--- src/hdl/sqgr_pkg.sv ---
`default_nettype none

package sqgr_pkg;

    localparam int SEQ_W      = 64;
    localparam int CNT_W      = 16;
    localparam int LEN_W      = 16;
    localparam int TICK_W     = 16;
    localparam int CFG_IDX_W  = 1;
    localparam int CFG_DATA_W = 64;
    localparam int IN_DATA_W  = 96;
    localparam int OUT_DATA_W = 200;
    localparam int OUT_USER_W = 3;

    localparam logic [LEN_W-1:0]  HEADER_BYTES    = LEN_W'(20);
    localparam logic [CNT_W-1:0]  END_OF_SESSION  = '1;
    localparam logic [TICK_W-1:0] TICK_MAX        = '1;
    localparam logic [TICK_W-1:0] DEFAULT_TIMEOUT = TICK_W'(1000);

    typedef enum logic [CFG_IDX_W-1:0] {
        CFG_START_SEQUENCE = 1'b0,
        CFG_TIMEOUT_TICKS  = 1'b1
    } cfg_index_t;

    typedef enum logic [1:0] {
        MODE_UNKNOWN = 2'd0,
        MODE_SYNC    = 2'd1,
        MODE_RECOVER = 2'd2
    } mode_t;

    typedef enum logic [2:0] {
        ST_TRUNCATED = 3'd0,
        ST_DELIVERED = 3'd1,
        ST_STALE     = 3'd2,
        ST_GAP       = 3'd3,
        ST_SESSION   = 3'd4
    } status_t;

    typedef struct packed {
        logic [SEQ_W-1:0]  next_expected;
        mode_t             mode;
        logic [SEQ_W-1:0]  recovery_end;
        logic [TICK_W-1:0] ticks;
    } state_t;

    typedef struct packed {
        logic              kind;
        logic [SEQ_W-1:0]  seq;
        logic [CNT_W-1:0]  count;
        logic [LEN_W-1:0]  len;
    } beat_t;

    typedef struct packed {
        status_t           status;
        logic              deliver;
        logic              request_valid;
        logic [SEQ_W-1:0]  request_sequence;
        logic [SEQ_W-1:0]  expected_now;
        mode_t             sync_mode;
        logic [SEQ_W-1:0]  window_end;
    } result_t;

endpackage

`default_nettype wire

--- src/hdl/sequenced_packet_gap_recovery_top.sv ---
// path: input beat to input register, then its result beat to the result register
// throughput: one beat per cycle while m_ takes result beats, set by the single
//   compare/add pass from input to result register; tick beats give no result beat
// reset: synchronous, active low on aresetn; clears both valids, mode to unknown,
//   expected and window end to zero, tick count saturated, timeout back to 1000
`default_nettype none

module sequenced_packet_gap_recovery_top (
    input  wire logic                                aclk,
    input  wire logic                                aresetn,
    input  wire logic                                s_tvalid,
    output logic                                     s_tready,
    // header_sequence[63:0], header_count[79:64], packet_length[95:80]
    input  wire logic [sqgr_pkg::IN_DATA_W-1:0]      s_tdata,
    // kind[0]
    input  wire logic                                s_tuser,
    output logic                                     m_tvalid,
    input  wire logic                                m_tready,
    // deliver[0], request_valid[1], request_sequence[65:2], expected_now[129:66],
    // sync_mode[131:130], window_end[195:132], zero fill[199:196]
    output logic [sqgr_pkg::OUT_DATA_W-1:0]          m_tdata,
    // status[2:0]
    output logic [sqgr_pkg::OUT_USER_W-1:0]          m_tuser,
    input  wire logic                                cfg_wr_en,
    input  wire logic [sqgr_pkg::CFG_IDX_W-1:0]      cfg_index,
    input  wire logic [sqgr_pkg::CFG_DATA_W-1:0]     cfg_wdata
);

    logic                          in_valid_reg;
    sqgr_pkg::beat_t               in_beat_reg;
    sqgr_pkg::state_t              state_reg;
    sqgr_pkg::state_t              state_next;
    logic [sqgr_pkg::TICK_W-1:0]   timeout_reg;
    logic                          m_valid_reg;
    sqgr_pkg::result_t             result_reg;
    sqgr_pkg::result_t             result_next;
    logic                          has_result;
    logic                          advance;
    logic                          out_free;

    assign out_free = !m_valid_reg || m_tready;
    assign advance  = in_valid_reg && (in_beat_reg.kind || out_free);
    assign s_tready = !in_valid_reg || advance;

    sqgr_step u_step (
        .beat          (in_beat_reg),
        .cur           (state_reg),
        .timeout_ticks (timeout_reg),
        .nxt           (state_next),
        .has_result    (has_result),
        .res           (result_next)
    );

    always_ff @(posedge aclk) begin
        if (!aresetn) begin
            in_valid_reg <= 1'b0;
        end else if (s_tready) begin
            in_valid_reg <= s_tvalid;
        end
    end

    always_ff @(posedge aclk) begin
        if (s_tready && s_tvalid) begin
            in_beat_reg.kind  <= s_tuser;
            in_beat_reg.seq   <= s_tdata[63:0];
            in_beat_reg.count <= s_tdata[79:64];
            in_beat_reg.len   <= s_tdata[95:80];
        end
    end

    always_ff @(posedge aclk) begin
        if (!aresetn) begin
            state_reg.next_expected <= '0;
            state_reg.mode          <= sqgr_pkg::MODE_UNKNOWN;
            state_reg.recovery_end  <= '0;
            state_reg.ticks         <= sqgr_pkg::TICK_MAX;
            timeout_reg             <= sqgr_pkg::DEFAULT_TIMEOUT;
        end else if (cfg_wr_en) begin
            unique case (sqgr_pkg::cfg_index_t'(cfg_index))
                sqgr_pkg::CFG_START_SEQUENCE: state_reg.next_expected <= cfg_wdata;
                sqgr_pkg::CFG_TIMEOUT_TICKS:  timeout_reg <= cfg_wdata[sqgr_pkg::TICK_W-1:0];
                default: ;
            endcase
        end else if (advance) begin
            state_reg <= state_next;
        end
    end

    always_ff @(posedge aclk) begin
        if (!aresetn) begin
            m_valid_reg <= 1'b0;
        end else if (advance && has_result) begin
            m_valid_reg <= 1'b1;
        end else if (m_tready) begin
            m_valid_reg <= 1'b0;
        end
    end

    always_ff @(posedge aclk) begin
        if (advance && has_result) begin
            result_reg <= result_next;
        end
    end

    assign m_tvalid = m_valid_reg;
    assign m_tuser  = result_reg.status;
    assign m_tdata  = {4'b0000,
                       result_reg.window_end,
                       result_reg.sync_mode,
                       result_reg.expected_now,
                       result_reg.request_sequence,
                       result_reg.request_valid,
                       result_reg.deliver};

`ifndef SYNTHESIS
    a_result_from_header: assert property (@(posedge aclk) disable iff (!aresetn)
        $rose(m_valid_reg) |-> $past(advance && !in_beat_reg.kind))
        else $error("result beat without a header beat");

    a_gap_recovers: assert property (@(posedge aclk) disable iff (!aresetn)
        (m_valid_reg && result_reg.status == sqgr_pkg::ST_GAP)
            |-> result_reg.sync_mode == sqgr_pkg::MODE_RECOVER)
        else $error("gap reported outside recovery");

    a_window_idle_zero: assert property (@(posedge aclk) disable iff (!aresetn)
        (m_valid_reg && result_reg.sync_mode != sqgr_pkg::MODE_RECOVER)
            |-> result_reg.window_end == '0)
        else $error("window end set while not recovering");

    a_deliver_status: assert property (@(posedge aclk) disable iff (!aresetn)
        m_valid_reg |-> (result_reg.deliver == (result_reg.status == sqgr_pkg::ST_DELIVERED)))
        else $error("deliver flag disagrees with status");
`endif

endmodule

`default_nettype wire

--- src/hdl/sqgr_step.sv ---
`default_nettype none

module sqgr_step (
    input  sqgr_pkg::beat_t                   beat,
    input  sqgr_pkg::state_t                  cur,
    input  logic [sqgr_pkg::TICK_W-1:0]       timeout_ticks,
    output sqgr_pkg::state_t                  nxt,
    output logic                              has_result,
    output sqgr_pkg::result_t                 res
);

    logic                          ended;
    logic [sqgr_pkg::CNT_W-1:0]    cnt;
    logic [sqgr_pkg::SEQ_W-1:0]    next_seq;
    logic [sqgr_pkg::SEQ_W-1:0]    expect_seq;
    logic                          req;
    logic [sqgr_pkg::SEQ_W-1:0]    req_seq;
    sqgr_pkg::status_t             status;
    logic                          deliver;

    always_comb begin
        nxt        = cur;
        has_result = 1'b0;
        req        = 1'b0;
        req_seq    = '0;
        deliver    = 1'b0;
        status     = sqgr_pkg::ST_TRUNCATED;
        ended      = (beat.count == sqgr_pkg::END_OF_SESSION);
        cnt        = ended ? '0 : beat.count;
        next_seq   = beat.seq + {{(sqgr_pkg::SEQ_W-sqgr_pkg::CNT_W){1'b0}}, cnt};
        expect_seq = (cur.next_expected == '0) ? beat.seq : cur.next_expected;

        if (beat.kind) begin
            if (cur.ticks != sqgr_pkg::TICK_MAX) begin
                nxt.ticks = cur.ticks + 1'b1;
            end
        end else begin
            has_result = 1'b1;
            if (beat.len >= sqgr_pkg::HEADER_BYTES) begin
                nxt.next_expected = expect_seq;
                if (beat.seq > expect_seq) begin
                    status = sqgr_pkg::ST_GAP;
                    if (cur.mode != sqgr_pkg::MODE_RECOVER) begin
                        nxt.recovery_end = next_seq;
                        nxt.mode         = sqgr_pkg::MODE_RECOVER;
                        req              = 1'b1;
                        req_seq          = expect_seq;
                    end else begin
                        if (next_seq > cur.recovery_end) begin
                            nxt.recovery_end = next_seq;
                        end
                        if (cur.ticks >= timeout_ticks) begin
                            req     = 1'b1;
                            req_seq = expect_seq;
                        end
                    end
                end else if (beat.seq < expect_seq) begin
                    status = sqgr_pkg::ST_STALE;
                end else begin
                    if (cur.mode == sqgr_pkg::MODE_RECOVER) begin
                        if (cur.recovery_end == next_seq) begin
                            nxt.mode         = sqgr_pkg::MODE_SYNC;
                            nxt.recovery_end = '0;
                        end else begin
                            req     = 1'b1;
                            req_seq = next_seq;
                        end
                    end else begin
                        if (cur.mode == sqgr_pkg::MODE_UNKNOWN) begin
                            nxt.recovery_end = '0;
                        end
                        nxt.mode = sqgr_pkg::MODE_SYNC;
                    end
                    if (ended) begin
                        status = sqgr_pkg::ST_SESSION;
                    end else begin
                        status            = sqgr_pkg::ST_DELIVERED;
                        deliver           = 1'b1;
                        nxt.next_expected = expect_seq + 1'b1;
                    end
                end
                if (req) begin
                    nxt.ticks = '0;
                end
            end
        end

        res.status           = status;
        res.deliver          = deliver;
        res.request_valid    = req;
        res.request_sequence = req_seq;
        res.expected_now     = nxt.next_expected;
        res.sync_mode        = nxt.mode;
        res.window_end       = nxt.recovery_end;
    end

endmodule

`default_nettype wire

--- config.mk ---
export PLATFORM = sky130hd
export DESIGN_NAME = sequenced_packet_gap_recovery_top
export DESIGN_NICKNAME = d
export VERILOG_FILES = /design/src/hdl/sqgr_pkg.sv /design/src/hdl/sequenced_packet_gap_recovery_top.sv /design/src/hdl/sqgr_step.sv
export SDC_FILE = /design/constraint.sdc
export NUM_CORES = 1
export LEC_CHECK = 0
export BUFFER_PORTS_ARGS = -buffer_cell sky130_fd_sc_hd__buf_2
export CORE_ASPECT_RATIO = 0.75
export CORE_MARGIN = 3
export CORE_UTILIZATION = 53
export CTS_CLUSTER_DIAMETER = 200
export DETAILED_ROUTE_END_ITERATION = 10
export GPL_ROUTABILITY_DRIVEN = 0
export MAX_ROUTING_LAYER = met4
export PLACE_DENSITY_LB_ADDON = 0.2
export SLEW_MARGIN = 25
export SYNTH_ARGS = -nofsm -noshare
export SYNTH_HDL_FRONTEND = slang
export SYNTH_HIERARCHICAL = 1
export SYNTH_SLANG_ARGS = --single-unit
export TNS_END_PERCENT = 100
--- constraint.sdc ---
create_clock -name aclk -period 6.5 [get_ports aclk]
set_input_delay 0.65 -clock aclk [delete_from_list [all_inputs] [get_ports aclk]]
set_output_delay 0.65 -clock aclk [all_outputs]
set_load 0.1 [all_outputs]
* After elaboration in Yosys (flattened, before gate mapping)
Cells that the tools add are included.
** Word-level totals
- Register bits after elaboration :: 460
- Bits in latches :: 0
- Bits in writable memories :: 0
- ROM bits :: 0
- Logic and storage cells :: 97
- Memories kept :: 0
** Cells by class
- Add/subtract/negate cells :: 3
- Multiply operators :: 0
- Div/mod/pow operators :: 0
- $lt $le $gt $ge :: 5
- Eq/ne operators :: 7
- Shift-type cells :: 0
- Mux-type cells :: 41
- Bitwise logic cells :: 2
- Reductions and logical operators :: 20
** Operator list (count)
- $mux W64 :: 14
- $mux W146 :: 2
- $mux W130 :: 2
- $mux W66 :: 3
- $gt A64 B64 Y1 :: 2
- $add A64 B1 Y64 const B :: 1
- $add A64 B16 Y64 :: 1
- $eq A64 B64 Y1 :: 1
- $logic_not A64 Y1 :: 1
- $lt A64 B64 Y1 :: 1
- $mux W16 :: 4
- $add A16 B1 Y16 const B :: 1
- $eq A16 B16 Y1 const B :: 1
- $ge A16 B16 Y1 :: 1
- $ge A16 B5 Y1 const B :: 1
- $ne A16 B16 Y1 const B :: 1
- $mux W1 :: 12
- $reduce_bool A2 Y1 :: 4
- $mux W2 :: 3
- $reduce_and A2 Y1 :: 3
- $reduce_and A5 Y1 :: 1
- $ne A2 B2 Y1 const B :: 2
- $reduce_or A4 Y1 :: 1
- $logic_and A1 B1 Y1 :: 3
- 8 further kinds :: 12

* Logic depth before layout (Yosys ltp)
- Depth after elaboration :: 15
- Depth in mapped cells :: 31

* Hierarchy
Netlist, hierarchy kept.
** By module, submodules not included
- sequenced_packet_gap_recovery_top :: instances 1, cells an instance 1052, area an instance 15931.5 um^2, sequential area each 12171.7 um^2
- sqgr_step :: instances 1, cells an instance 1659, area an instance 11058.1 um^2, sequential area each 0.0 um^2

* Worst setup path after synthesis
OpenSTA, ideal clock, no wires.
- Path kind :: reg-to-reg
- Start point :: reg in_beat_reg[30] (netlist name)
- End point :: reg state_reg[10] (netlist name)
- Data arrival time :: 6.541 ns
- Required time :: 6.363 ns
- Slack :: -0.178 ns
- Cell stages (with the launch flop) :: 30
- Cells stage by stage :: edfxtp_1 > nand4_1 > nor4_1 > clkbuf_1 > clkbuf_1 > nor2b_1 > fa_1 > a21o_1 > a21oi_1 > o21bai_1 > a2111oi_0 > o311ai_0 > a21oi_1 > nor2_1 > nand4_1 > xor2_1 > inv_1 > ha_1 > nand4_1 > nor2_1 > and3_1 > and4_1 > or2_2 > clkbuf_1 > nor3_1 > o21a_1 > clkbuf_1 > o21ai_0 > nand3_1 > nand3_1
** On the way
- Word-level cells in the longest chain between the ends :: 12
** RTL lines
- start: declaration :: RTL line sequenced_packet_gap_recovery_top.sv:30 : sqgr_pkg::beat_t in_beat_reg;
- $eq A16 B16 Y1 :: RTL line sqgr_step.sv:28 : ended = (beat.count == sqgr_pkg::END_OF_SESSION);
- $mux W16 (*) :: RTL line sqgr_step.sv:29 : cnt = ended ? '0 : beat.count;
- $add A64 B16 Y64 (*) :: RTL line sqgr_step.sv:30 : next_seq = beat.seq + {{(sqgr_pkg::SEQ_W-sqgr_pkg::CNT_W){1'b0}}, cnt};
- $eq A64 B64 Y1 (*) :: RTL line sqgr_step.sv:61 : if (cur.recovery_end == next_seq) begin
- $mux W1 (*) :: RTL line sqgr_step.sv:61
- $mux W1 (*) :: RTL line sqgr_step.sv:60 : if (cur.mode == sqgr_pkg::MODE_RECOVER) begin
- $mux W1 (*) :: RTL line sqgr_step.sv:57 : end else if (beat.seq < expect_seq) begin
- $mux W1 (*) :: RTL line sqgr_step.sv:41 : if (beat.seq > expect_seq) begin
- $mux W1 (*) :: RTL line sqgr_step.sv:39 : if (beat.len >= sqgr_pkg::HEADER_BYTES) begin
- $mux W1 (*) :: RTL line sqgr_step.sv:33 : if (beat.kind) begin
- $reduce_bool A2 Y1 (no source line) (*)
- $reduce_and A5 Y1 (no source line) (*)
- end signal: assignment :: RTL line sequenced_packet_gap_recovery_top.sv:85 : state_reg <= state_next;
- end: declaration :: RTL line sequenced_packet_gap_recovery_top.sv:31 : sqgr_pkg::state_t state_reg;
Every way passes the cells marked *; elsewhere a longest branch is shown, timed or not. The select of a mux whose other input is x is not followed.
A chain may end at the register's enable or synchronous reset.

==> results.toml <==
[placed_design]
post-place-ws_ps = -673.6
portBuffers = 365
dp_hpwl_microns = 63410

[cts]
cts-buffers-inserted = 46
cts_buffer_depth = 3
clk_pin_slew_ps = 70
htree_levels = 2
root_buffer = "clkbuf_16"
clock_sinks = 458
clock_latency_ps = 600
cts_tree = "built"

[sta]
rsz0062_at_grt = "true"
skew_ps = 28.20
tightest_slew_ps = 1037
finalSetupViolCount = 18
drv_slew = 0
post-route-min-period_ps = 6557
fin_crit_sh_pct = 100.9
setup_ws_ps = -57.15
hold_viol_final = 0
max_freq_ghz = 0.1525
slew_headroom_pct = 30.86

[setup_path]
rr_endpoint = "state_reg[79]"
cp_top_family = "simple AND/OR/NAND/NOR gates"
endpoint = "state_reg[79]"
slowest_delay_ps = 380
arrival_ps = 6990
crit_slowest_cell = "nor4_4"
path_depth = 32
startpoint_type = "register"
path_max_fanout = 9
r2r_start = "in_beat_reg[24]"
cp.buffers_inverters = 7
endpoint_kind = "register"
cp.required_ps = 6930
rr_worst_depth = 32
r2r_slack_ps = -60
worst_path_most_repeated_cell = "nand4_1"
crit_start = "in_beat_reg[24]"
critPathKind = "reg2reg"

[floorplanning]
io_pins = 372
die_h_microns = 201.2
start_util_pct = 54.42
die_w_microns = 266.3
core-area_sq_um = 49490
dieArea_sq_um = 53580
rows = 70

[route]
wirelength_microns = 90610
drc = 0
via_per_inst = 6.299
drtPass1Iterations = 7
routed-via-count = 23700
final_antenna_net_count = 0
drt_iter0_markers = 3117
wl_per_cell_microns = 24.08

[global_route]
grt_pass1_vias = 22540
grt_overflow = 0
grt_pass1_wl_microns = 133600
grt_usage_pct = 32.99
grt_max_degree = 131
antenna_found_initial = 2

[run]
cap_violations = 0

[layout]
fin_nets = 3405
final_layout_size_suffix_gt1_share_pct = 25.57
area_growth_pct = 19.06
final_cell_mix = "buf_2 (364), nand2_1 (309), edfxtp_1 (294)"
final_core_util_pct = 64.79
largest_reg_flops = 196
layout_commonest_cell = "buf_2"
nFillCells = 3936

[status]
status = "finished with violations"
violations = "negative setup slack"

[logic_synthesis]
netlist_instances = 2709
yosysWarningCount = 6
netlist_area_sq_um = 26930
avgSynthCellArea_sq_um = 9.941

[hold_path]
worstHoldPathType = "in2reg"

[power_and_ir_drop]
power_frac_comb_pct = 19.3
p_leak_nw = 12.69
ir_worst_vdd_mv = 0.1875
p_clk_share_pct = 37.0
seq_power_share_pct = 43.7
p_int_mw = 5.375
p_per_area_nw_per_um2 = 237.6
switching_power_mw = 2.245
power_mw = 7.620
swShare_pct = 29.46
-- how the worst min path moves through the flow --
stage / cells after the start / slack [ps] / to / from
after floorplan: 2 / 430 / state_reg[80] / state_reg[80]
after global placement: 2 / 440 / state_reg[80] / state_reg[80]
after detailed placement: 2 / 450 / state_reg[80] / state_reg[80]
after CTS: 1 / 210 / in_beat_reg[19] / s_tdata[67]
after global routing: 1 / 210 / in_beat_reg[77] / s_tdata[45]
final: 1 / 220 / in_beat_reg[56] / s_tdata[24]
-- layout make-up --
cell class / count / area (sq um) / share of cell area, %
multi-input combinational: 1805 / 12930 / 40.32
sequential: 458 / 12110 / 37.77
timing repair buffer: 601 / 4004 / 12.49
clock buffer: 59 / 1284 / 4.004
tap: 648 / 810.8 / 2.529
inverter: 163 / 611.8 / 1.908
clock inverter: 27 / 307.8 / 0.9600
antenna: 2 / 5.005 / 0.01561
-- per-stage QoR --
stage | setup TNS, ps | instances | hold WS [ps] | cell area (sq um)
after floorplan | 0 | 2712 | 434.7 | 26950
after global placement | -84680 | 3642 | 444.4 | 29550
after detailed placement | -100550 | 3642 | 454.3 | 29560
after CTS | 0 | 3736 | 207.0 | 31350
after global routing | -21980 | 3763 | 211.8 | 32060
final | -417.7 | 3763 | 220.9 | 32060
-- power by group through the flow --
stage	clock network [mW]	logic [mW]	registers, mW
floorplan	0	0.741	3.57
global placement	0	1.30	3.38
detailed placement	0	1.34	3.38
CTS	2.86	1.36	3.32
global route	2.98	1.56	3.34
finish	2.82	1.47	3.33
-- repair_timing --
action | CTS | global route
cloned | 1 | 7
setup buffers | 7 | 16
hold buffers | 0 | 0
pin swaps | 8 | 24
gates resized for setup | 26 | 71
endpoints found under the setup margin | 220 | 241
-- per-layer routing --
| layer | share of wire, % | vias to the layer above | track usage (%) |
|---|---|---|---|
| met2 | 43 | 1486 | 47.43 |
| met4 | 4.1 | 0 | 13.05 |
| met3 | 12 | 248 | 6.699 |
| met5 | 0 | - | - |
| met1 | 41 | 11380 | 45.73 |
| li1 | - | 10590 | - |
No activity file was read; power rests on OpenSTA's default activity.
